[src/dpd_pkg.sv]
// Shared constants, types and helper functions of the duplicate pair detector.
package dpd_pkg;

    localparam int BUCKETS  = 1024;
    localparam int WAYS     = 8;
    localparam int DEPTH    = BUCKETS * WAYS;
    localparam int BUCKET_W = $clog2(BUCKETS);
    localparam int CNT_W    = $clog2(WAYS + 1);
    localparam int ADDR_W   = $clog2(DEPTH);
    localparam int ID_W     = 64;
    localparam int KLO_W    = 64;
    localparam int KHI_W    = 16;

    typedef enum logic [1:0] {
        OUTCOME_NEW  = 2'd0,
        OUTCOME_DUP  = 2'd1,
        OUTCOME_DROP = 2'd2
    } outcome_t;

    typedef enum logic [2:0] {
        ST_CLEAR,
        ST_IDLE,
        ST_LOOKUP,
        ST_SCAN,
        ST_EMIT
    } state_t;

    typedef struct packed {
        logic [ID_W-1:0]  owner;
        logic [KLO_W-1:0] key_lo;
        logic [KHI_W-1:0] key_hi;
    } entry_t;

    typedef struct packed {
        logic     load;
        logic     clear;
        logic     scan;
        logic     insert;
        logic     set_result;
        outcome_t result_code;
        logic     emit;
    } dp_cmd_t;

    typedef struct packed {
        logic clear_done;
        logic hit;
        logic scan_end;
        logic full;
        logic out_free;
    } dp_sts_t;

    // Bucket of an identifier: low bits of its absolute value. BUCKETS is a
    // power of two, so only the low bits of the negation are needed.
    function automatic logic [BUCKET_W-1:0] bucket_of(input logic [ID_W-1:0] id);
        logic [BUCKET_W-1:0] low;
        low = id[BUCKET_W-1:0];
        if (id[ID_W-1]) begin
            return (~low) + BUCKET_W'(1);
        end
        return low;
    endfunction

endpackage

[src/dpd_ctrl.sv]
// Controller state machine of the duplicate pair detector.
module dpd_ctrl (
    input  logic             aclk,
    input  logic             aresetn,
    input  logic             s_valid,
    output logic             s_ready,
    input  dpd_pkg::dp_sts_t sts,
    output dpd_pkg::dp_cmd_t cmd
);
    import dpd_pkg::*;

    state_t state_reg, state_next;

    always_ff @(posedge aclk) begin
        if (!aresetn) begin
            state_reg <= ST_CLEAR;
        end else begin
            state_reg <= state_next;
        end
    end

    always_comb begin
        state_next = state_reg;
        unique case (state_reg)
            ST_CLEAR: begin
                if (sts.clear_done) begin
                    state_next = ST_IDLE;
                end
            end
            ST_IDLE: begin
                if (s_valid) begin
                    state_next = ST_LOOKUP;
                end
            end
            ST_LOOKUP: begin
                state_next = ST_SCAN;
            end
            ST_SCAN: begin
                if (sts.hit || sts.scan_end) begin
                    state_next = ST_EMIT;
                end
            end
            ST_EMIT: begin
                if (sts.out_free) begin
                    state_next = ST_IDLE;
                end
            end
            default: begin
                state_next = ST_CLEAR;
            end
        endcase
    end

    always_comb begin
        cmd             = '0;
        cmd.result_code = OUTCOME_NEW;
        s_ready         = 1'b0;
        unique case (state_reg)
            ST_CLEAR: begin
                cmd.clear = 1'b1;
            end
            ST_IDLE: begin
                s_ready  = 1'b1;
                cmd.load = s_valid;
            end
            ST_LOOKUP: begin
            end
            ST_SCAN: begin
                cmd.scan = 1'b1;
                if (sts.hit) begin
                    cmd.set_result  = 1'b1;
                    cmd.result_code = OUTCOME_DUP;
                end else if (sts.scan_end) begin
                    cmd.set_result = 1'b1;
                    if (sts.full) begin
                        cmd.result_code = OUTCOME_DROP;
                    end else begin
                        cmd.insert      = 1'b1;
                        cmd.result_code = OUTCOME_NEW;
                    end
                end
            end
            ST_EMIT: begin
                cmd.emit = sts.out_free;
            end
            default: begin
            end
        endcase
    end

endmodule

[config.mk]
export PLATFORM = sky130hd
export DESIGN_NAME = dpd_ctrl
export DESIGN_NICKNAME = d
export VERILOG_FILES = /design/src/dpd_pkg.sv /design/src/dpd_ctrl.sv
export SDC_FILE = /design/constraint.sdc
export NUM_CORES = 1
export LEC_CHECK = 0
export BUFFER_PORTS_ARGS = -buffer_cell sky130_fd_sc_hd__buf_4
export CORE_AREA = 5 5 42 44
export DETAILED_ROUTE_END_ITERATION = 7
export DIE_AREA = 0 0 47 49
export GPL_TIMING_DRIVEN = 0
export PLACE_DENSITY = 0.42
export RECOVER_POWER = 50
export SLEW_MARGIN = 20
export SYNTH_ARGS = -nofsm -noshare
export SYNTH_HDL_FRONTEND = slang
export SYNTH_SLANG_ARGS = --single-unit
export TNS_END_PERCENT = 5
[constraint.sdc]
create_clock -name aclk -period 1.3 [get_ports aclk]
set_clock_uncertainty 0.1 [all_clocks]
set_input_delay 0.13 -clock aclk [delete_from_list [all_inputs] [get_ports aclk]]
set_output_delay 0.13 -clock aclk [all_outputs]
set_load 0.01 [all_outputs]
==> results of run 1 <==
layer usage:
layer / wire, um / GRT usage, % / up-vias
met1: 361 / 10.04 / 132
met5: 0 / 0 / -
met4: 0 / 5.530 / 0
li1: - / - / 155
met3: 56 / 1.107 / 0
met2: 400 / 11.99 / 11
repair_timing:
item,CTS,global route
buffers inserted,2,6
gates resized for setup,4,6
pin swaps,1,2
endpoints found under the setup margin,6,8
hold endpoints to repair,0,0
worst reg2reg max path, cell delays in order (launching register included):
cell,delay (ps)
dfxtp_2,330
buf_6,130
and4bb_1,240
buf_4,130
nand2_1,70
o211ai_2,70
layout make-up:
| type | count | area share (%) |
|---|---|---|
| Timing Repair Buffer | 24 | 38.42 |
| Multi-Input combinational cell | 23 | 37.44 |
| Sequential cell | 3 | 12.81 |
| Clock buffer | 4 | 5.172 |
| Tap cell | 16 | 3.941 |
| Buffer | 1 | 2.217 |
through the flow:
stage | utilization [%] | instance area (um^2) | worst slack, ps | instances
2_1_floorplan | - | 259.0 | 119.5 | 28
3_3_place_gp | 28.48 | 399.1 | 24.98 | 60
3_5_place_dp | 28.48 | 399.1 | 6.889 | 60
4_1_cts | 32.14 | 450.4 | -153.0 | 66
5_1_grt | 36.25 | 508.0 | -139.1 | 71
6_report | 36.25 | 508.0 | -93.78 | 71
power groups by stage:
stage | Sequential (mW) | Combinational [mW] | Clock (mW)
after detailed placement | 0.103 | 0.114 | 0
after global placement | 0.104 | 0.114 | 0
after global routing | 0.103 | 0.147 | 0.180
after CTS | 0.103 | 0.122 | 0.169
after floorplan | 0.103 | 0.0637 | 0
final | 0.102 | 0.133 | 0.161
worst max path at each step:
stage | depth (start not counted) | endpoint | startpoint
after floorplan | 4 | cmd[4] | state_reg[1]
after global placement | 4 | cmd[4] | state_reg[2]
after detailed placement | 4 | cmd[4] | state_reg[2]
after CTS | 4 | cmd[0] | state_reg[1]
after global routing | 4 | cmd[3] | state_reg[0]
final | 4 | cmd[4] | state_reg[2]
cell usage in the layout, fill, tap and decap left out:
| cell type | Yosys | layout |
|---|---|---|
| buf_4 | 1 | 20 |
| nor2b_4 | 1 | 1 |
| o21a_1 | 1 | 1 |
| clkbuf_4 | 0 | 3 |
| or2_1 | 1 | 1 |
| nor3_2 | 0 | 1 |
| dfxtp_2 | 0 | 1 |
| nor4b_1 | 1 | 1 |
| dfxtp_4 | 0 | 1 |
| and2_4 | 1 | 1 |
| o211ai_2 | 1 | 1 |
| and3_2 | 1 | 1 |
| and4bb_1 | 2 | 2 |
| nor3b_2 | 1 | 2 |
| a21oi_1 | 1 | 1 |
| nand2_1 | 3 | 3 |
| and4b_1 | 1 | 1 |
| nand2b_1 | 1 | 1 |
| nor2_1 | 1 | 1 |
| nor3_1 | 2 | 1 |
| buf_6 | 1 | 5 |
| mux2i_1 | 1 | 1 |
| dfxtp_1 | 3 | 1 |
| nand3_1 | 1 | 1 |
| clkbuf_1 | 0 | 1 |
| o21ai_2 | 1 | 1 |
cell families (layout without fill, tap and decap cells):
| kind of cell | Yosys count | count (layout) | share of synthesized area, % |
|---|---|---|---|
| AOI/OAI and AO/OA | 4 | 4 | 13.04 |
| muxes | 1 | 1 | 3.865 |
| and+or+nand+nor | 18 | 18 | 52.66 |
| buffers and inverters | 2 | 29 | 7.247 |
| DFF | 3 | 3 | 23.19 |
==> reports/metrics.csv, run 1 <==
stage,metric,value,unit
outcome,status,finished with violations,
outcome,failing checks,setup timing,
sta,setup_tns,-253.3,ps
layout,share of layout cells above drive strength 1,69.09,%
layout,multi-input logic area,190.2,um^2
synthesis,Synth Instances,28,
setup_path,Crit path buffers/inverters,1,
synthesis,synth cell count leaders,"3 x dfxtp_1, 3 x nand2_1, 2 x and4bb_1, 2 x nor3_1",
pwr,combinational power share,33.6,%
synthesis,area share of the largest cell type after synthesis,23.19,%
setup_path,Max stage delay on crit path,360,ps
clock_network,# clock sinks,3,
sta,fin worst setup slack,-93.78,ps
sta,fin. max-slew vios,0,
pwr,Clk network pwr share,40.6,%
die,die height,49,um
sta,Peak Freq,717.5,MHz
layout,"Area growth, synth to finish",96.14,%
worst_hold_path,Cells on Worst Hold Path,2,
die,Die W,47,um
global_routing,Tot GR Track Use,8.011,%
clock_network,number of H-tree levels,1,
global_routing,initial antenna violation count,0,
layout,Fillers,162,
setup_path,CP Cell Sequence,nor2b_4 > and2_4 > and4bb_1 > buf_6,
pwr,sw frac,26.25,%
synthesis,ys flop type,dfxtp_1,
worst_hold_path,Hold Path Origin,aresetn,
clock_network,Clock Pin Slew Worst Setup and Hold Paths,40,ps
pwr,PwrDens,779.4,nW/um^2
setup_path,"Arr. time, crit path",1160,ps
synthesis,"top cells by area, synth","dfxtp_1 23%, and4bb_1 9.7%, nor2b_4 5.3%",
die,num rows,14,
layout,# diodes,0,
route,Remaining DRCs,0,
clock_network,Longest Clk Path Bufs,2,
synthesis,Synth async-reset ratio,0,%
route,Vias,298,
die,initial core utilization,18.48,%
clock_network,CTS tree,yes,
route,drt first pass iters,2,
route,vias per inst,4.197,
worst_hold_path,hold crit path type,input pin to flip-flop,
global_routing,total grt overflow,0,
setup_path,flop-to-flop setup slack,100,ps
global_routing,vias in the first global route,302,
sta,"Period Utilization, post-route",107.2,%
placement,gpl congestion,0.7109,
pwr,Max IR drop VDD,0.3480,mV
setup_path,critical path class,flip-flop to output port,
synthesis,sequential area share after synthesis,23.19,%
die,Core ar.,1401,um^2
global_routing,pin count of the biggest net entering global routing,10,
synthesis,Synth Cell Area,259.0,um^2
sta,Min Hold Slack,34.98,ps
clock_network,CTS Root Cell,clkbuf_4,
route,drt wl/cell,11.52,um
setup_path,worst endpoint required time,1070,ps
synthesis,Yosys cell types,22,
route,Initial DRC Count,1,
route,Antenna Nets Post-Route,0,
sta,total count of hold-check failures in the final report,0,
layout,Reg area,65.06,um^2
pwr,Sw Pwr,0.1039,mW
synthesis,synthesized net count,36,
setup_path,Critical Path End Type,output port,
sta,Final Critical Period,1394,ps
layout,layout net count,64,
setup_path,"delay-heaviest family, CP",simple AND/OR/NAND/NOR gates,
die,Top-Level Pins,17,
setup_path,FF-to-FF path depth,5,
sta,# setup viols final,4,
setup_path,Setup crit start kind,flip-flop,
clock_network,total CTS buffers,3,
clock_network,Post-CTS Hold Buffers,0,
sta,Max-slew headroom,83.12,%
pwr,fraction of power consumed by sequential logic,25.9,%
clock_network,worst-skew pair later-pin latency,230,ps
route,DRT Wirelength,818,um
global_routing,global-route wire length before repair,1.338,mm
layout,max reg flops,3,
pwr,Pint,0.2920,mW
pwr,Final Power,0.3959,mW
sta,RSZ-0062 raised after global routing,yes,
setup_path,Critical-path top delay cell,dfxtp_4,
pwr,Pleak,0.2494,nW
setup_path,FF-to-FF Start,state_reg[1],
synthesis,"area leader, netlist",dfxtp_1,
worst_hold_path,worst hold endpoint,state_reg[2],
synthesis,number of synthesized register bits,3,
die,Die ar.,2303,um^2
synthesis,YS warnings,0,
synthesis,syn avg cell area,9.250,um^2
setup_path,crit-path max FO,7,
placement,buffers added on ports,16,
setup_path,worst r2r dst,state_reg[0],
synthesis,number of synthesized flops with an enable pin,0,
run,max-cap viol count,0,
sta,Worst-Margin Slew,249.7,ps
Note: power is estimated with default switching activity, not from simulation.
==> run 2, diff against run 1 <==
--- a/config.mk
+++ b/config.mk
@@ -9,7 +9,6 @@
 export CORE_AREA = 5 5 42 44
 export DETAILED_ROUTE_END_ITERATION = 7
 export DIE_AREA = 0 0 47 49
-export GPL_TIMING_DRIVEN = 0
 export PLACE_DENSITY = 0.42
 export RECOVER_POWER = 50
 export SLEW_MARGIN = 20
==> reports/metrics.csv, run 2 (synthesis gave the netlist of run 1 again) <==
stage,metric,value,unit
die,Die ar.,2303,um^2
die,die height,49,um
pwr,Final Power,0.3851,mW
die,Die W,47,um
clock_network,worst-skew pair later-pin latency,240,ps
setup_path,worst r2r dst,state_reg[2],
die,initial core utilization,18.48,%
route,Antenna Nets Post-Route,0,
route,drt first pass iters,4,
sta,"Period Utilization, post-route",108.7,%
placement,buffers added on ports,16,
setup_path,Setup crit start kind,flip-flop,
pwr,Pint,0.2750,mW
clock_network,Clock Pin Slew Worst Setup and Hold Paths,40,ps
sta,Max-slew headroom,81.34,%
pwr,Clk network pwr share,44.5,%
clock_network,Longest Clk Path Bufs,2,
setup_path,flop-to-flop setup slack,200,ps
layout,# diodes,0,
pwr,fraction of power consumed by sequential logic,28.7,%
sta,RSZ-0062 raised after global routing,yes,
pwr,Pleak,0.2108,nW
clock_network,CTS tree,yes,
route,Vias,281,
setup_path,Critical Path End Type,output port,
global_routing,total grt overflow,0,
clock_network,Post-CTS Hold Buffers,0,
route,Remaining DRCs,0,
sta,Peak Freq,707.5,MHz
setup_path,"Arr. time, crit path",1180,ps
worst_hold_path,Hold Path Origin,aresetn,
layout,"commonest non-fill, non-tap cell in the layout",buf_4,
worst_hold_path,hold crit path type,input pin to flip-flop,
setup_path,critical path class,flip-flop to output port,
die,Core ar.,1401,um^2
clock_network,postcts setup bufs,0,
global_routing,pin count of the biggest net entering global routing,10,
die,Top-Level Pins,17,
setup_path,Critical Path Sink,cmd[4],
sta,fin. max-slew vios,0,
sta,Min Hold Slack,19.33,ps
placement,DP Wirelength,638.6,um
global_routing,global-route wire length before repair,1.511,mm
global_routing,vias in the first global route,327,
die,num rows,14,
sta,Final Critical Period,1413,ps
route,DRT Wirelength,816,um
pwr,combinational power share,26.7,%
placement,placed instance area,395.4,um^2
route,drt wl/cell,12.75,um
run,max-cap viol count,0,
setup_path,worst endpoint required time,1070,ps
pwr,Max IR drop VDD,0.2952,mV
layout,most frequent cells in the layout,"17 x buf_4, 3 x nand2_1, 3 x clkbuf_4",
route,Initial DRC Count,6,
sta,total count of hold-check failures in the final report,0,
pwr,sw frac,28.59,%
sta,Worst-Margin Slew,276.0,ps
route,vias per inst,4.391,
setup_path,FF-to-FF Start,state_reg[2],
sta,# setup viols final,4,
pwr,Sw Pwr,0.1101,mW
layout,max reg flops,3,
outcome,status,finished with violations,
clock_network,# clock sinks,3,
clock_network,CTS Root Cell,clkbuf_4,
pwr,PwrDens,874.4,nW/um^2
global_routing,Tot GR Track Use,9.417,%
outcome,failing checks,setup timing,
sta,fin worst setup slack,-113.4,ps
layout,"Area growth, synth to finish",70.05,%
setup_path,crit-path max FO,3,
setup_path,FF-to-FF path depth,3,
setup_path,crit path from,state_reg[1],
layout,share of layout cells above drive strength 1,64.58,%
clock_network,total CTS buffers,3,
placement,gpl congestion,0.7519,
global_routing,initial antenna violation count,0,
layout,layout net count,57,
clock_network,number of H-tree levels,1,
layout,Final Cell Area,440.4,um^2
[run 2: routing by layer]
layer	global-route usage, %	up-vias	wire length (um)
met3	3.690	3	49
met2	12.90	12	399
li1	-	142	-
met1	10.70	124	345
met5	0	-	0
met4	8.295	0	22
[run 2: area by class of cell]
type / count / area (um^2)
clock buffers: 4 / 26.28
well taps: 16 / 20.02
multi-input cells: 23 / 190.2
fillers: 160 / 960.9
repair buffers: 18 / 138.9
flip-flops and latches: 3 / 65.06
[run 2: worst min path at each step]
stage	slack, ps	depth (start not counted)	end
after floorplan	150	1	state_reg[2]
after global routing	30	2	state_reg[2]
after CTS	20	2	state_reg[2]
after detailed placement	270	2	state_reg[2]
after global placement	270	2	state_reg[2]
final	20	2	state_reg[2]
[run 2: power groups by stage]
stage | clock, mW | sequential, mW | combinational, mW
final | 0.171 | 0.111 | 0.103
after global routing | 0.184 | 0.113 | 0.115
after CTS | 0.177 | 0.110 | 0.104
after detailed placement | 0 | 0.111 | 0.101
after global placement | 0 | 0.110 | 0.100
after floorplan | 0 | 0.103 | 0.0637
[run 2: metrics by stage]
stage / instances / TNS (ps) / setup slack [ps] / util, %
2_1_floorplan: 28 / 0 / 119.5 / -
3_3_place_gp: 60 / 0 / 117.1 / 28.21
6_report: 64 / -302.6 / -113.4 / 31.43
3_5_place_dp: 60 / 0 / 76.83 / 28.21
4_1_cts: 64 / -339.0 / -124.5 / 31.07
5_1_grt: 64 / -643.0 / -176.3 / 31.43
[run 2: repair_timing]
action | 4_1_cts | 5_1_grt
endpoints found under the setup margin | 8 | 7
cloned | 0 | 0
pin swaps | 2 | 0
resized for setup | 5 | 1
[run 2: worst max-delay path, stage by stage, from the launching register on]
cell and delay (ps):
dfxtp_2 310, nor2b_4 150, and2_4 150, and4bb_1 210, buf_6 110
==> run 3, diff against run 2 <==
--- a/config.mk
+++ b/config.mk
@@ -7,6 +7,7 @@
 export LEC_CHECK = 0
 export BUFFER_PORTS_ARGS = -buffer_cell sky130_fd_sc_hd__buf_4
 export CORE_AREA = 5 5 42 44
+export CTS_BUF_LIST = sky130_fd_sc_hd__clkbuf_8
 export DETAILED_ROUTE_END_ITERATION = 7
 export DIE_AREA = 0 0 47 49
 export PLACE_DENSITY = 0.42
==> reports/metrics.csv, run 3 (synthesis gave the netlist of run 1 again) <==
stage,metric,value,unit
sta,fin worst setup slack,-84.88,ps
global_routing,total grt overflow,0,
sta,setup_tns,-192.1,ps
setup_path,"Arr. time, crit path",1150,ps
layout,max reg flops,3,
sta,Peak Freq,722.1,MHz
global_routing,vias in the first global route,321,
route,drt first pass iters,4,
die,Top-Level Pins,17,
global_routing,Tot GR Track Use,8.995,%
layout,most frequent cells in the layout,"17 x buf_4, 3 x nand2_1, 3 x clkbuf_8",
layout,share of layout cells above drive strength 1,64.58,%
sta,RSZ-0062 raised after global routing,yes,
setup_path,flop-to-flop setup slack,200,ps
sta,total count of hold-check failures in the final report,0,
layout,layout net count,57,
sta,Max-slew headroom,81.28,%
clock_network,CTS tree,yes,
sta,Final Critical Period,1385,ps
layout,"commonest non-fill, non-tap cell in the layout",buf_4,
layout,# diodes,0,
placement,DP Wirelength,638.6,um
route,DRT Wirelength,797,um
route,Antenna Nets Post-Route,0,
route,Vias,286,
clock_network,Longest Clk Path Bufs,2,
pwr,Pleak,0.2228,nW
clock_network,Clock Pin Slew Worst Setup and Hold Paths,30,ps
setup_path,CP Cell Sequence,nor2b_4 > and2_4 > and4bb_1 > buf_6,
setup_path,"delay-heaviest family, CP",simple AND/OR/NAND/NOR gates,
run,max-cap viol count,0,
pwr,Max IR drop VDD,0.4218,mV
global_routing,initial antenna violation count,0,
layout,"Area growth, synth to finish",77.29,%
route,Initial DRC Count,3,
setup_path,Crit path buffers/inverters,1,
route,Remaining DRCs,0,
setup_path,Critical-path top delay cell,dfxtp_2,
sta,# setup viols final,3,
global_routing,pin count of the biggest net entering global routing,10,
die,Die ar.,2303,um^2
outcome,failing checks,setup timing,
setup_path,critical path class,flip-flop to output port,
worst_hold_path,hold crit path type,input pin to flip-flop,
placement,placed instance area,395.4,um^2
clock_network,# clock sinks,3,
die,die height,49,um
route,drt wl/cell,12.45,um
setup_path,worst endpoint required time,1070,ps
clock_network,Post-CTS Hold Buffers,0,
sta,Worst-Margin Slew,276.9,ps
setup_path,crit-path max FO,3,
sta,fin. max-slew vios,0,
setup_path,Setup crit start kind,flip-flop,
outcome,status,finished with violations,
clock_network,CTS Root Cell,clkbuf_8,
pwr,PwrDens,1042,nW/um^2
die,Die W,47,um
sta,"Period Utilization, post-route",106.5,%
route,vias per inst,4.469,
setup_path,Critical Path End Type,output port,
placement,gpl congestion,0.7519,
clock_network,total CTS buffers,3,
setup_path,Max stage delay on crit path,310,ps
layout,Final Cell Area,459.2,um^2
global_routing,global-route wire length before repair,1.462,mm
clock_network,number of H-tree levels,1,
placement,buffers added on ports,16,
die,num rows,14,
die,initial core utilization,18.48,%
die,Core ar.,1401,um^2
clock_network,worst-skew pair later-pin latency,220,ps
run 3: changes by cell type in the layout (fill, tap and decap cells not counted):
cell / delta
clkbuf_4: -3
clkbuf_8: +3
clkbuf_1: -1
inv_1: +1
run 3: path summary, 6_finish.rpt:
kind / depth (start not counted) / end / from
setup / recovery: 4 / cmd[4] / state_reg[1]
hold / removal: 2 / state_reg[2] / aresetn
setup reg to reg: 3 / state_reg[2] / state_reg[2]
hold reg to reg: 3 / state_reg[1] / state_reg[1]
run 3: layout make-up:
class	instances	area, um^2
timing repair buffer	18	138.9
fill	161	942.2
tap	16	20.02
multi-input combinational	23	190.2
sequential	3	65.06
clock buffer	3	41.29
clock inverter	1	3.754
run 3: worst reg2reg max path, cell delays in order, from the launching register on:
cell     delay [ps]
dfxtp_1         360
buf_4           180
nor4b_1         260
o21a_1          140
run 3: routing by layer:
metal  track usage, %  share of wire (%)
met4            6.912                1.4
met1            10.26                 40
met3            3.690                6.4
met2            12.67                 52
met5                0                  0
run 3: stage by stage:
| stage | total power [mW] | worst slack (ps) | instances | util [%] | hold WS [ps] |
|---|---|---|---|---|---|
| final | 0.4785 | -84.88 | 64 | 32.77 | 45.49 |
| after global routing | 0.5049 | -143.7 | 64 | 32.77 | 61.75 |
| after CTS | 0.4841 | -94.91 | 64 | 32.05 | 44.45 |
| after detailed placement | 0.2117 | 76.83 | 60 | 28.21 | 268.1 |
| after global placement | 0.2104 | 117.1 | 60 | 28.21 | 269.8 |
| after floorplan | 0.1667 | 119.5 | 28 | - | 147.8 |
run 3: repair_timing:
| action | in CTS | in global routing |
|---|---|---|
| setup buffers | 0 | 0 |
| pin swaps | 2 | 1 |
| setup endpoints to repair | 6 | 7 |
| resized for setup | 4 | 2 |
run 3: where the power goes:
part / internal [mW] / switching (mW)
Clock: 0.201 / 0.0638
Combinational: 0.0591 / 0.0435
Sequential: 0.101 / 0.0103
Total: 0.361 / 0.118
